**src/assert_macros.svh**
```systemverilog
// ----------------------------------------------------------------------------
// assert_macros.svh
// Concurrent assertion helpers used by the retarget top module.
// ----------------------------------------------------------------------------
`ifndef ASSERT_MACROS_SVH
`define ASSERT_MACROS_SVH
`ifndef SYNTHESIS
// ante |-> cons, sampled on the rising edge, off while in reset
`define PDR_ASSERT_IMPL(label, clk, rst_n, ante, cons) \
    label: assert property (@(posedge clk) disable iff (!rst_n) (ante) |-> (cons)) \
        else $error("pdr assertion failed");
// ante |=> cons
`define PDR_ASSERT_NEXT(label, clk, rst_n, ante, cons) \
    label: assert property (@(posedge clk) disable iff (!rst_n) (ante) |=> (cons)) \
        else $error("pdr assertion failed");
`else
`define PDR_ASSERT_IMPL(label, clk, rst_n, ante, cons)
`define PDR_ASSERT_NEXT(label, clk, rst_n, ante, cons)
`endif
`endif

```
**src/pdr_pkg.sv**
```systemverilog
// ----------------------------------------------------------------------------
// pdr_pkg
// Types, constants and compact-word helpers for the difficulty retarget.
// ----------------------------------------------------------------------------
package pdr_pkg;

    localparam int NUM_BYTES = 32;
    localparam int TGT_W     = 8 * NUM_BYTES;
    localparam int BITS_W    = 32;
    localparam int TIME_W    = 32;
    localparam int SPAN_W    = 32;
    localparam int SPACING_W = 16;
    localparam int INTVL_W   = 14;
    localparam int EXPECT_W  = SPACING_W + INTVL_W;
    localparam int CFG_ADDR_W = 2;

    localparam logic [SPACING_W-1:0] RST_SPACING = 16'd600;
    localparam logic [INTVL_W-1:0]   RST_INTVL   = 14'd2016;
    localparam logic [BITS_W-1:0]    RST_LIMIT   = 32'h1d00ffff;
    localparam logic [EXPECT_W-1:0]  RST_EXPECT  = 30'(600 * 2016);

    typedef enum logic [CFG_ADDR_W-1:0] {
        REG_SPACING  = 2'd0,
        REG_INTERVAL = 2'd1,
        REG_LIMIT    = 2'd2,
        REG_NONE     = 2'd3
    } pdr_reg_t;

    // sideband that travels with each item down the chain
    typedef struct packed {
        logic              valid;
        logic              bypass;
        logic [BITS_W-1:0] bypass_bits;
    } pdr_side_t;

    // compact word -> 256-bit target, sign bit ignored
    function automatic logic [TGT_W-1:0] decode_bits(input logic [BITS_W-1:0] bits);
        logic [7:0]       expo;
        logic [TGT_W-1:0] m;
        logic [TGT_W-1:0] r;
        expo = bits[31:24];
        m    = {{(TGT_W-23){1'b0}}, bits[22:0]};
        if (expo < 8'd3)
            r = m >> {(2'd3 - expo[1:0]), 3'b000};
        else if (expo >= 8'd35)
            r = '0;
        else
            r = m << {(expo[5:0] - 6'd3), 3'b000};
        return r;
    endfunction

    // 256-bit target -> compact word
    function automatic logic [BITS_W-1:0] encode_bits(input logic [TGT_W-1:0] t);
        logic [4:0]  lead;
        logic [4:0]  sel;
        logic [23:0] mant;
        logic [5:0]  size;
        logic [BITS_W-1:0] r;
        lead = '0;
        for (int j = 0; j < NUM_BYTES; j++)
        begin
            if (t[8*j +: 8] != 8'd0)
                lead = 5'(j);
        end
        sel  = (lead >= 5'd2) ? (lead - 5'd2) : 5'd0;
        mant = t[8*sel +: 24];
        size = {1'b0, lead} + 6'd1;
        if (mant[23])
        begin
            mant = mant >> 8;
            size = size + 6'd1;
        end
        if (t == '0)
            r = '0;
        else
            r = {2'b00, size, 1'b0, mant[22:0]};
        return r;
    endfunction

endpackage

```
**src/pdr_div_cell.sv**
```systemverilog
// ----------------------------------------------------------------------------
// pdr_div_cell
// One quotient byte of the target over the expected span.
// ----------------------------------------------------------------------------
module pdr_div_cell
(
    input  logic                          clk,
    input  logic                          rst_n,
    input  logic [pdr_pkg::EXPECT_W-1:0]  divisor,
    input  pdr_pkg::pdr_side_t            side_in,
    input  logic [pdr_pkg::TGT_W-1:0]     tgt_in,
    input  logic [pdr_pkg::EXPECT_W-1:0]  rem_in,
    output pdr_pkg::pdr_side_t            side_out,
    output logic [pdr_pkg::TGT_W-1:0]     tgt_out,
    output logic [pdr_pkg::EXPECT_W-1:0]  rem_out
);

    pdr_pkg::pdr_side_t              side_reg;
    logic [pdr_pkg::TGT_W-1:0]       tgt_reg;
    logic [pdr_pkg::TGT_W-1:0]       tgt_next;
    logic [pdr_pkg::EXPECT_W-1:0]    rem_reg;
    logic [pdr_pkg::EXPECT_W-1:0]    rem_next;
    logic [pdr_pkg::EXPECT_W:0]      r;
    logic [7:0]                      q;
    logic [7:0]                      byte_in;

    // restoring division, 8 steps; top byte in, quotient rotated into the bottom
    always_comb
    begin
        byte_in = tgt_in[pdr_pkg::TGT_W-1 -: 8];
        r = {1'b0, rem_in};
        q = '0;
        for (int i = 7; i >= 0; i--)
        begin
            r = {r[pdr_pkg::EXPECT_W-1:0], byte_in[i]};
            if (divisor != '0 && r >= {1'b0, divisor})
            begin
                r    = r - {1'b0, divisor};
                q[i] = 1'b1;
            end
        end
        rem_next = r[pdr_pkg::EXPECT_W-1:0];
        tgt_next = {tgt_in[pdr_pkg::TGT_W-9:0], q};
    end

    always_ff @(posedge clk or negedge rst_n)
    begin
        if (!rst_n)
            side_reg <= '0;
        else
            side_reg <= side_in;
    end

    always_ff @(posedge clk)
    begin
        tgt_reg <= tgt_next;
        rem_reg <= rem_next;
    end

    assign side_out = side_reg;
    assign tgt_out  = tgt_reg;
    assign rem_out  = rem_reg;

endmodule

```
**config.mk**
```make
export PLATFORM = sky130hd
export DESIGN_NAME = pdr_div_cell
export DESIGN_NICKNAME = d
export VERILOG_FILES = /design/src/assert_macros.svh /design/src/pdr_pkg.sv /design/src/pdr_div_cell.sv
export SDC_FILE = /design/constraint.sdc
export NUM_CORES = 1
export LEC_CHECK = 0
export BUFFER_PORTS_ARGS = -buffer_cell sky130_fd_sc_hd__buf_2
export CORE_AREA = 10 10 252 254
export DETAILED_ROUTE_END_ITERATION = 10
export DIE_AREA = 0 0 262 264
export SKIP_LAST_GASP = 1
export SYNTH_ARGS = -nofsm -noshare
export SYNTH_HDL_FRONTEND = slang
export SYNTH_SLANG_ARGS = --single-unit
```
**constraint.sdc**
```tcl
create_clock -name clk -period 0.8 [get_ports clk]
set_clock_uncertainty 0.15 [all_clocks]
set_input_delay 0 -clock clk [delete_from_list [all_inputs] [get_ports clk]]
set_output_delay 0 -clock clk [all_outputs]
set_load 0.01 [all_outputs]
```
==> summary.md <==
| Metric | Value |
|---|---|
| Ranking of synthesized cells by instance count | 286 x dfxtp_1, 240 x ha_1, 225 x a21oi_1 |
| Setup violations, final | ~360 |
| RSZ-0062 raised after global routing | true |
| Placer Congestion | 1.05 |
| Die Wd | 262 um |
| Nets@finish | 4980 |
| Vias | 27.5k |
| Syn Inst Count | 2338 |
| Post-synthesis async set-or-reset flop share | 0.106 |
| DRC violations left | 0 |
| Critical Path Slowest Stage Cell | or4_4 |
| Worst Max-Slew Pin Slew | 649 ps |
| CTS tree | built |
| Warnings, synthesis | 0 |
| GRT overflow | 0 |
| Sequential area share after synthesis | 0.311 |
| Failing checks | hold timing, setup timing |
| 1st-pass router iterations | 6 |
| Distinct cells, synth | 87 |
| Top-count cell post-synth | dfxtp_1 |
| Synth area leaders | dfxtp_1 27%, ha_1 14%, mux2_2 6.5%, xnor2_1 5.5%, a21oi_1 5.3% |
| Mean post-synth cell area | 9.05 um^2 |
| CP arrival | 22560 ps |
| Fin. Hold Viols | 210 |
| Main synth FF type | dfxtp_1 |
| Startpoint Class | primary input |
| CTS sink cnt | 320 |
| Hold Path Class | primary input to async pin |
| Most frequent cell on the critical path | o21ai_2 |
| Global-route wire length before repair | 185000 um |
| Area share of the largest cell type after synthesis | 0.271 |
| Dpl hpwl | 101000 um |
| Crit. End Element | flip-flop |
| Setup ws final | -21470 ps |
| Post-DP Area | 0.0337 mm^2 |
| Number of global-route vias before repair | approximately 28k |
| Finished Cell Area | 0.0428 mm^2 |
| DR vias/cell | 5.29 |
| Max-slew violations | 0 |
| Fin crit share | 27.8 |
| WP data required | ~1100 ps |
| Placeable Area | 0.0585 mm^2 |
| Row cnt | 89 |
| Initial core utilization | 0.362 |
| # IOs | about 670 |
| Die area | 0.0692 mm^2 |
| Fmax | 44.9 MHz |
| Area of the mapped netlist | 0.0212 mm^2 |
| Post-synth EDFFs | 0 |
| Routed wire length | 135000 um |
| WS Path Type | primary input to flip-flop |
| DIE HEIGHT | roughly 260 um |
| ANT nets after route | 0 |
| Clk buf depth | 3 |
| Total GRT Usage | 0.357 |
| Number of CTS-inserted buffers | 34 |
| Port Buffers | 671 |
| Status | finished, violations left |
| Slew margin rel. | 0.563 |
| Synth-to-layout area growth | 102% |
| Synthesized Nets | 2938 |
| CTS clk-pin slew, worst paths | ~70 ps |
| CTS Hold Buffers Added | 284 |
| Seq cells post-synth | 320 |
| Root Buffer | clkbuf_16 |
| Crit-path max cell delay | approximately 570 ps |
| 1st-iter DRT viols | 2156 |
| Initial antenna violation count | 16 |
| Min Tclk post-route | between 20000 and 25000 ps |
| Largest net degree at the start of global routing | 27 |
| Max-cap violations | 0 |
| Proportion of layout cells with a drive suffix above 1 | 0.581 |
| Max FO, Critical Path | 8 |
| Area leader, netlist | dfxtp_1 |
| Drt wl/cell | 26.0 um |
| CTS H-Tree Depth | 2 |
| Worst hold slack | -244 ps |
-- through the flow --
stage	hold slack [ps]	util	TNS, ps	std cells	setup WS [ps]
2_1_floorplan	-446	-	-687960	2338	-20250
3_3_place_gp	-275	0.576	-740630	4690	-21730
3_5_place_dp	-268	0.576	-761020	4690	-22360
4_1_cts	-316	0.699	-821680	5126	-20700
5_1_grt	-235	0.732	-868440	5192	-22100
6_report	-244	0.732	-843370	5194	-21470
-- layout make-up --
type	instances	area, um^2
inverter	109	492
fill	4097	15700
clock inverter	13	133
timing repair inverter	1	16.3
tap	773	967
antenna	16	40.0
sequential	320	7000
timing repair buffer	2053	16800
clock buffer	48	1000
multi-input combinational	1861	16300
-- layout by cell type (no fill, tap or decap), types with 117 or more instances in the layout --
cell type      instances
ha_1                 157
buf_4               1034
buf_6                314
dlygate4sd3_1        284
buf_2                381
nor2_1               151
xnor2_1              133
nand2_1              117
dfxtp_2              213
a21oi_1              185
-- state kept, by name (all words and copies together) (netlist names) --
signal,count
rem_out,30
tgt_out,256
side_out,34
-- metal layers --
layer / part of all wire / routed length [um] / track usage / vias to the layer above
li1: - / - / - / 12700
met1: 0.40 / 53800 / 0.433 / 13200
met2: 0.45 / 60600 / 0.569 / 1267
met3: 0.083 / 11200 / 0.0878 / 352
met4: 0.067 / 9080 / 0.202 / 2
met5: 0.000082 / 11 / 0 / -
-- critical path, delay by kind of cell --
kind	cells	cell delay, ps
and+or+nand+nor	33	6500
buffers and inverters	22	3050
adders and majority gates	8	1980
muxes	6	1800
AOI/OAI and AO/OA	50	9060
-- repair_timing --
action,in CTS,in global routing
setup endpoints to repair,358,358
endpoints found under the hold margin,318,209
pin swaps,77,81
resized for setup,734,381
cloned,8,1
setup buffers,109,55
-- cells by family (layout without fill, tap and decap cells) --
logic type | Yosys count | in the layout | share of synthesized area
buffers and inverters | 157 | 2224 | 0.0303
AOI/OAI and AO/OA | 693 | 693 | 0.211
other | 0 | 16 | 0
and+or+nand+nor | 559 | 559 | 0.129
muxes | 171 | 171 | 0.0906
xor gates and xnor gates | 190 | 190 | 0.0787
DFF | 320 | 320 | 0.311
adders and majority gates | 248 | 248 | 0.150
-- worst max-delay path by stage --
stage / from / end / slack (ps)
global placement: divisor[24] / rem_out[6] / -21730
global route: divisor[3] / rem_out[3] / -22100
detailed placement: divisor[24] / rem_out[6] / -22360
finish: divisor[2] / rem_out[2] / -21470
CTS: divisor[2] / rem_out[26] / -20700
floorplan: divisor[1] / rem_out[22] / -20250
Power is left out: the tool's default activity adds up to more than one toggle a clock period on the data nets, which glitch-free logic cannot reach.
