`src/assert_macros.svh`:
```
// ----------------------------------------------------------------------------
// assert_macros.svh
// Concurrent assertion helpers used by the retarget top module.
// ----------------------------------------------------------------------------
`ifndef ASSERT_MACROS_SVH
`define ASSERT_MACROS_SVH
`ifndef SYNTHESIS
// ante |-> cons, sampled on the rising edge, off while in reset
`define PDR_ASSERT_IMPL(label, clk, rst_n, ante, cons) \
    label: assert property (@(posedge clk) disable iff (!rst_n) (ante) |-> (cons)) \
        else $error("pdr assertion failed");
// ante |=> cons
`define PDR_ASSERT_NEXT(label, clk, rst_n, ante, cons) \
    label: assert property (@(posedge clk) disable iff (!rst_n) (ante) |=> (cons)) \
        else $error("pdr assertion failed");
`else
`define PDR_ASSERT_IMPL(label, clk, rst_n, ante, cons)
`define PDR_ASSERT_NEXT(label, clk, rst_n, ante, cons)
`endif
`endif

```
`src/pdr_pkg.sv`:
```
// ----------------------------------------------------------------------------
// pdr_pkg
// Types, constants and compact-word helpers for the difficulty retarget.
// ----------------------------------------------------------------------------
package pdr_pkg;

    localparam int NUM_BYTES = 32;
    localparam int TGT_W     = 8 * NUM_BYTES;
    localparam int BITS_W    = 32;
    localparam int TIME_W    = 32;
    localparam int SPAN_W    = 32;
    localparam int SPACING_W = 16;
    localparam int INTVL_W   = 14;
    localparam int EXPECT_W  = SPACING_W + INTVL_W;
    localparam int CFG_ADDR_W = 2;

    localparam logic [SPACING_W-1:0] RST_SPACING = 16'd600;
    localparam logic [INTVL_W-1:0]   RST_INTVL   = 14'd2016;
    localparam logic [BITS_W-1:0]    RST_LIMIT   = 32'h1d00ffff;
    localparam logic [EXPECT_W-1:0]  RST_EXPECT  = 30'(600 * 2016);

    typedef enum logic [CFG_ADDR_W-1:0] {
        REG_SPACING  = 2'd0,
        REG_INTERVAL = 2'd1,
        REG_LIMIT    = 2'd2,
        REG_NONE     = 2'd3
    } pdr_reg_t;

    // sideband that travels with each item down the chain
    typedef struct packed {
        logic              valid;
        logic              bypass;
        logic [BITS_W-1:0] bypass_bits;
    } pdr_side_t;

    // compact word -> 256-bit target, sign bit ignored
    function automatic logic [TGT_W-1:0] decode_bits(input logic [BITS_W-1:0] bits);
        logic [7:0]       expo;
        logic [TGT_W-1:0] m;
        logic [TGT_W-1:0] r;
        expo = bits[31:24];
        m    = {{(TGT_W-23){1'b0}}, bits[22:0]};
        if (expo < 8'd3)
            r = m >> {(2'd3 - expo[1:0]), 3'b000};
        else if (expo >= 8'd35)
            r = '0;
        else
            r = m << {(expo[5:0] - 6'd3), 3'b000};
        return r;
    endfunction

    // 256-bit target -> compact word
    function automatic logic [BITS_W-1:0] encode_bits(input logic [TGT_W-1:0] t);
        logic [4:0]  lead;
        logic [4:0]  sel;
        logic [23:0] mant;
        logic [5:0]  size;
        logic [BITS_W-1:0] r;
        lead = '0;
        for (int j = 0; j < NUM_BYTES; j++)
        begin
            if (t[8*j +: 8] != 8'd0)
                lead = 5'(j);
        end
        sel  = (lead >= 5'd2) ? (lead - 5'd2) : 5'd0;
        mant = t[8*sel +: 24];
        size = {1'b0, lead} + 6'd1;
        if (mant[23])
        begin
            mant = mant >> 8;
            size = size + 6'd1;
        end
        if (t == '0)
            r = '0;
        else
            r = {2'b00, size, 1'b0, mant[22:0]};
        return r;
    endfunction

endpackage

```
`src/pdr_mul_cell.sv`:
```
// ----------------------------------------------------------------------------
// pdr_mul_cell
// One byte of the target times the span, carry to the next cell.
// ----------------------------------------------------------------------------
module pdr_mul_cell
(
    input  logic                          clk,
    input  logic                          rst_n,
    input  pdr_pkg::pdr_side_t            side_in,
    input  logic [pdr_pkg::TGT_W-1:0]     tgt_in,
    input  logic [pdr_pkg::SPAN_W-1:0]    span_in,
    input  logic [pdr_pkg::SPAN_W-1:0]    carry_in,
    output pdr_pkg::pdr_side_t            side_out,
    output logic [pdr_pkg::TGT_W-1:0]     tgt_out,
    output logic [pdr_pkg::SPAN_W-1:0]    span_out,
    output logic [pdr_pkg::SPAN_W-1:0]    carry_out
);

    pdr_pkg::pdr_side_t                side_reg;
    logic [pdr_pkg::TGT_W-1:0]         tgt_reg;
    logic [pdr_pkg::TGT_W-1:0]         tgt_next;
    logic [pdr_pkg::SPAN_W-1:0]        span_reg;
    logic [pdr_pkg::SPAN_W-1:0]        carry_reg;
    logic [pdr_pkg::SPAN_W-1:0]        carry_next;
    logic [pdr_pkg::SPAN_W+7:0]        acc;

    // low byte is processed, then rotated to the top
    always_comb
    begin
        acc = {{pdr_pkg::SPAN_W{1'b0}}, tgt_in[7:0]} * {8'd0, span_in}
            + {8'd0, carry_in};
        tgt_next   = {acc[7:0], tgt_in[pdr_pkg::TGT_W-1:8]};
        carry_next = acc[pdr_pkg::SPAN_W+7:8];
    end

    always_ff @(posedge clk or negedge rst_n)
    begin
        if (!rst_n)
            side_reg <= '0;
        else
            side_reg <= side_in;
    end

    always_ff @(posedge clk)
    begin
        tgt_reg   <= tgt_next;
        span_reg  <= span_in;
        carry_reg <= carry_next;
    end

    assign side_out  = side_reg;
    assign tgt_out   = tgt_reg;
    assign span_out  = span_reg;
    assign carry_out = carry_reg;

endmodule

```
`config.mk`:
```
export PLATFORM = sky130hd
export DESIGN_NAME = pdr_mul_cell
export DESIGN_NICKNAME = d
export VERILOG_FILES = /design/src/assert_macros.svh /design/src/pdr_pkg.sv /design/src/pdr_mul_cell.sv
export SDC_FILE = /design/constraint.sdc
export NUM_CORES = 1
export LEC_CHECK = 0
export ABC_CLOCK_PERIOD_IN_PS = 800
export BUFFER_PORTS_ARGS = -buffer_cell sky130_fd_sc_hd__buf_2
export CAP_MARGIN = 20
export CORE_AREA = 3 3 279 281
export CTS_CLUSTER_SIZE = 28
export DETAILED_ROUTE_END_ITERATION = 8
export DIE_AREA = 0 0 282 284
export GPL_ROUTABILITY_DRIVEN = 0
export SYNTH_ARGS = -nofsm -noshare
export SYNTH_HDL_FRONTEND = slang
export SYNTH_SLANG_ARGS = --single-unit
```
`constraint.sdc`:
```
create_clock -name clk -period 0.8 [get_ports clk]
set_input_delay 0.16 -clock clk [delete_from_list [all_inputs] [get_ports clk]]
set_output_delay 0.16 -clock clk [all_outputs]
set_load 0.1 [all_outputs]
```
==> qor.csv <==
stage,metric,value,unit
yosys,synth_top_area_share,39.3,%
pwr,p_per_area,3910,mW/mm^2
final_layout,utilization,46.3,%
status,violations,"hold timing, setup timing",
yosys,yosysTopAreaCell,dfxtp_1,
drt,drc,0,
cts,cts.root.buffer_cell,clkbuf_16,
floorplan,initial_core_util,21.5,%
sta,max_freq,0.254,GHz
status,run_status,"complete, but fails checks",
drt,vias,15200,
setup_path,cp_slowest_cell,fa_1,
yosys,synth_edf_count,0,
setup_path,worst_setup_path_start_kind,primary input,
setup_path,crit_chain,"buf_12, buf_12, buf_8, nand2_4, fa_1, inv_1, fa_1, inv_2, fa_1, fa_1, inv_2, ha_4, a21o_1, a21oi_4, a21oi_4, a221oi_4, o31ai_2, buf_4, and4_1, a211oi_2",
floorplan,pin_count,710,
yosys,syn_inst,1427,
setup_path,crit_arrival,4.42,ns
yosys,synth_compound_area_share,4.59,%
placed_design,dp_hpwl,73.2,mm
yosys,ys_ff_latch,354,
setup_path,critical_path_class,in -> reg,
global_routing,grt_max_degree,35,
drt,ant_nets,0,
drt,via_per_inst,4.07,
drt,routed_wl,90.2,mm
yosys,synth_cell_types,51,
sta,worst_pin_slew,0.439,ns
floorplan,die_w,282,um
yosys,synthArstFlopShare,9.60,%
drt,dr.pass1.iters,5,
placed_design,placed_cells,3270,
cts,clock_path_buffers,3,
floorplan,coreArea,0.0757,mm^2
yosys,yosys-top-cells-count,"320 x dfxtp_1, 270 x inv_1, 212 x fa_1",
yosys,syn_avg_cell_area,11.4,um^2
pwr,vdd_drop_max,0.00330,V
yosys,ys_seq_area_share,44.5,%
yosys,synth_top_flop_cell,dfxtp_1,
floorplan,fp.dieH,284,um
sta,rsz0062_at_grt,yes,
final_layout,fin_nets,3318,
sta,slew_headroom,70.4,%
cts,clock-sinks,354,
final_layout,nFillCells,6641,
yosys,netlist_area,0.0163,mm^2
yosys,synth_xor_area_share,1.83,%
global_routing,track_usage,22.1,%
setup_path,max_stage_delay,0.53,ns
sta,period_needed,3.93,ns
yosys,synth_top_family_by_area,adder cells,
pwr,p_leak,16.2,nW
cts,cts_buffers,45,
global_routing,grt-ovfl-total,0,
setup_path,endpoint_kind,flip-flop,
sta,finalSetupViolations,393,
final_layout,final_cells,3735,
global_routing,antenna_found_initial,49,
drt,drt-initial-drc-count,617,
setup_path,worst-path-max-fanout,6,
yosys,synth_warnings,0,
setup_path,cpMostUsedCell,fa_1,
yosys,synth_nets,2055,
setup_path,crit_buf_inv,7,
setup_path,required,1.28,ns
placed_design,portBuffers,709,
drt,wire_per_inst,24.2,um
sta,finalHoldViolCount,2,
yosys,synthMuxAreaShare,0,%
sta,setup_ws,-3.13,ns
final_layout,syn_to_final_growth,115,%
floorplan,die_area,0.0801,mm^2
yosys,yosysMostFrequentCell,dfxtp_1,
min_path,hold_path.class,in -> reg,
flow_run,max-cap-violations,0,
sta,hold-worst-slack,-0.180,ns
global_routing,grt_pass1_vias,16800,
cts,htree_num_levels,2,
final_layout,drive_above_1_share,57.4,%
sta,slew_violations,0,
global_routing,grt_pass1_wl,123,mm
cts,clk_pin_slew_worst_paths,0.06,ns
setup_path,cpLargestDelayFamily,adder cells,
yosys,synth-simple-area-share,11.2,%
sta,period_share,492,%
pwr,power,137,mW
yosys,netlist_top_cells_area,"dfxtp_1 39%, fa_1 26%, and2_1 6.5%",
yosys,synthAdderAreaFrac,30.6,%
cts,tritoncts,done,
floorplan,rows,101,
cts,holdBufCountCts,315,
cell families after synthesis:
logic type | Yosys count
xor gates and xnor gates | 34
and+or+nand+nor | 343
adders and majority gates | 272
buffers and inverters | 307
DFF | 354
AOI/OAI and AO/OA | 117
state kept, by name, indices dropped and copies added, names as in the netlist:
signal / cells
tgt_out: 256
side_out: 34
span_out: 32
carry_out: 32
worst paths after layout:
path                                         end  slack (ns)        start  cells past startpoint
max in group asynchronous  side_out[7]$_DFF_PN0_        0.46        rst_n                      3
min in group asynchronous  side_out[8]$_DFF_PN0_        0.09        rst_n                      3
min                         tgt_out[248]$_DFF_P_       -0.18  carry_in[0]                      2
max                        carry_out[30]$_DFF_P_       -3.13    tgt_in[1]                     20
power breakdown:
part / switching [mW] / total [mW] / internal [mW]
combinational: 49.2 / 92.5 / 43.3
clock: 8.61 / 22.3 / 13.7
sequential: 1.79 / 22.3 / 20.5
total: 59.6 / 137 / 77.5
layout by cell type, fill, tap and decap left out, types with 34 or more instances in the layout:
master / n
dlygate4sd3_1: 315
fa_1: 201
dfrtp_4: 34
inv_1: 245
dfxtp_2: 288
buf_2: 330
buf_4: 192
buf_12: 364
nand2_1: 97
and2_1: 144
clkbuf_16: 49
buf_6: 36
routing by layer:
metal  routed length, um  global-route usage [%]  vias up
met3               11300                    10.7      142
met1               34000                    25.6     7539
li1                    -                       -     6869
met2               41100                    35.0      648
met5                 144                   0.672        -
met4                3670                    8.29       12
what timing repair did:
| item | 4_1_cts | 5_1_grt |
|---|---|---|
| gates resized for setup | 145 | 117 |
| setup endpoints to repair | 393 | 393 |
| buffers inserted | 16 | 25 |
| hold endpoints to repair | 350 | 2 |
| gates cloned | 2 | 2 |
| pin swaps | 69 | 81 |
cell type report:
type	instances	area, um^2	share of cell area [%]
Clock buffer	64	1330	3.80
Sequential cell	354	7870	22.4
Tap cell	978	1220	3.49
Inverter	270	1010	2.89
Multi-Input combinational cell	766	9010	25.7
Timing Repair Buffer	1253	14200	40.5
Antenna cell	31	77.6	0.221
Clock inverter	19	317	0.903
through the flow:
step                      instance area, um^2  TNS (ns)  setup slack, ns
after global routing                    35000   -290.36            -3.26
after global placement                  28700   -130.57            -3.88
after floorplan                         17500   -106.78            -3.43
after CTS                               34300   -285.72            -3.05
after detailed placement                28700   -132.90            -3.93
final                                   35000   -270.62            -3.13
No activity file was read; power rests on OpenSTA's default activity.
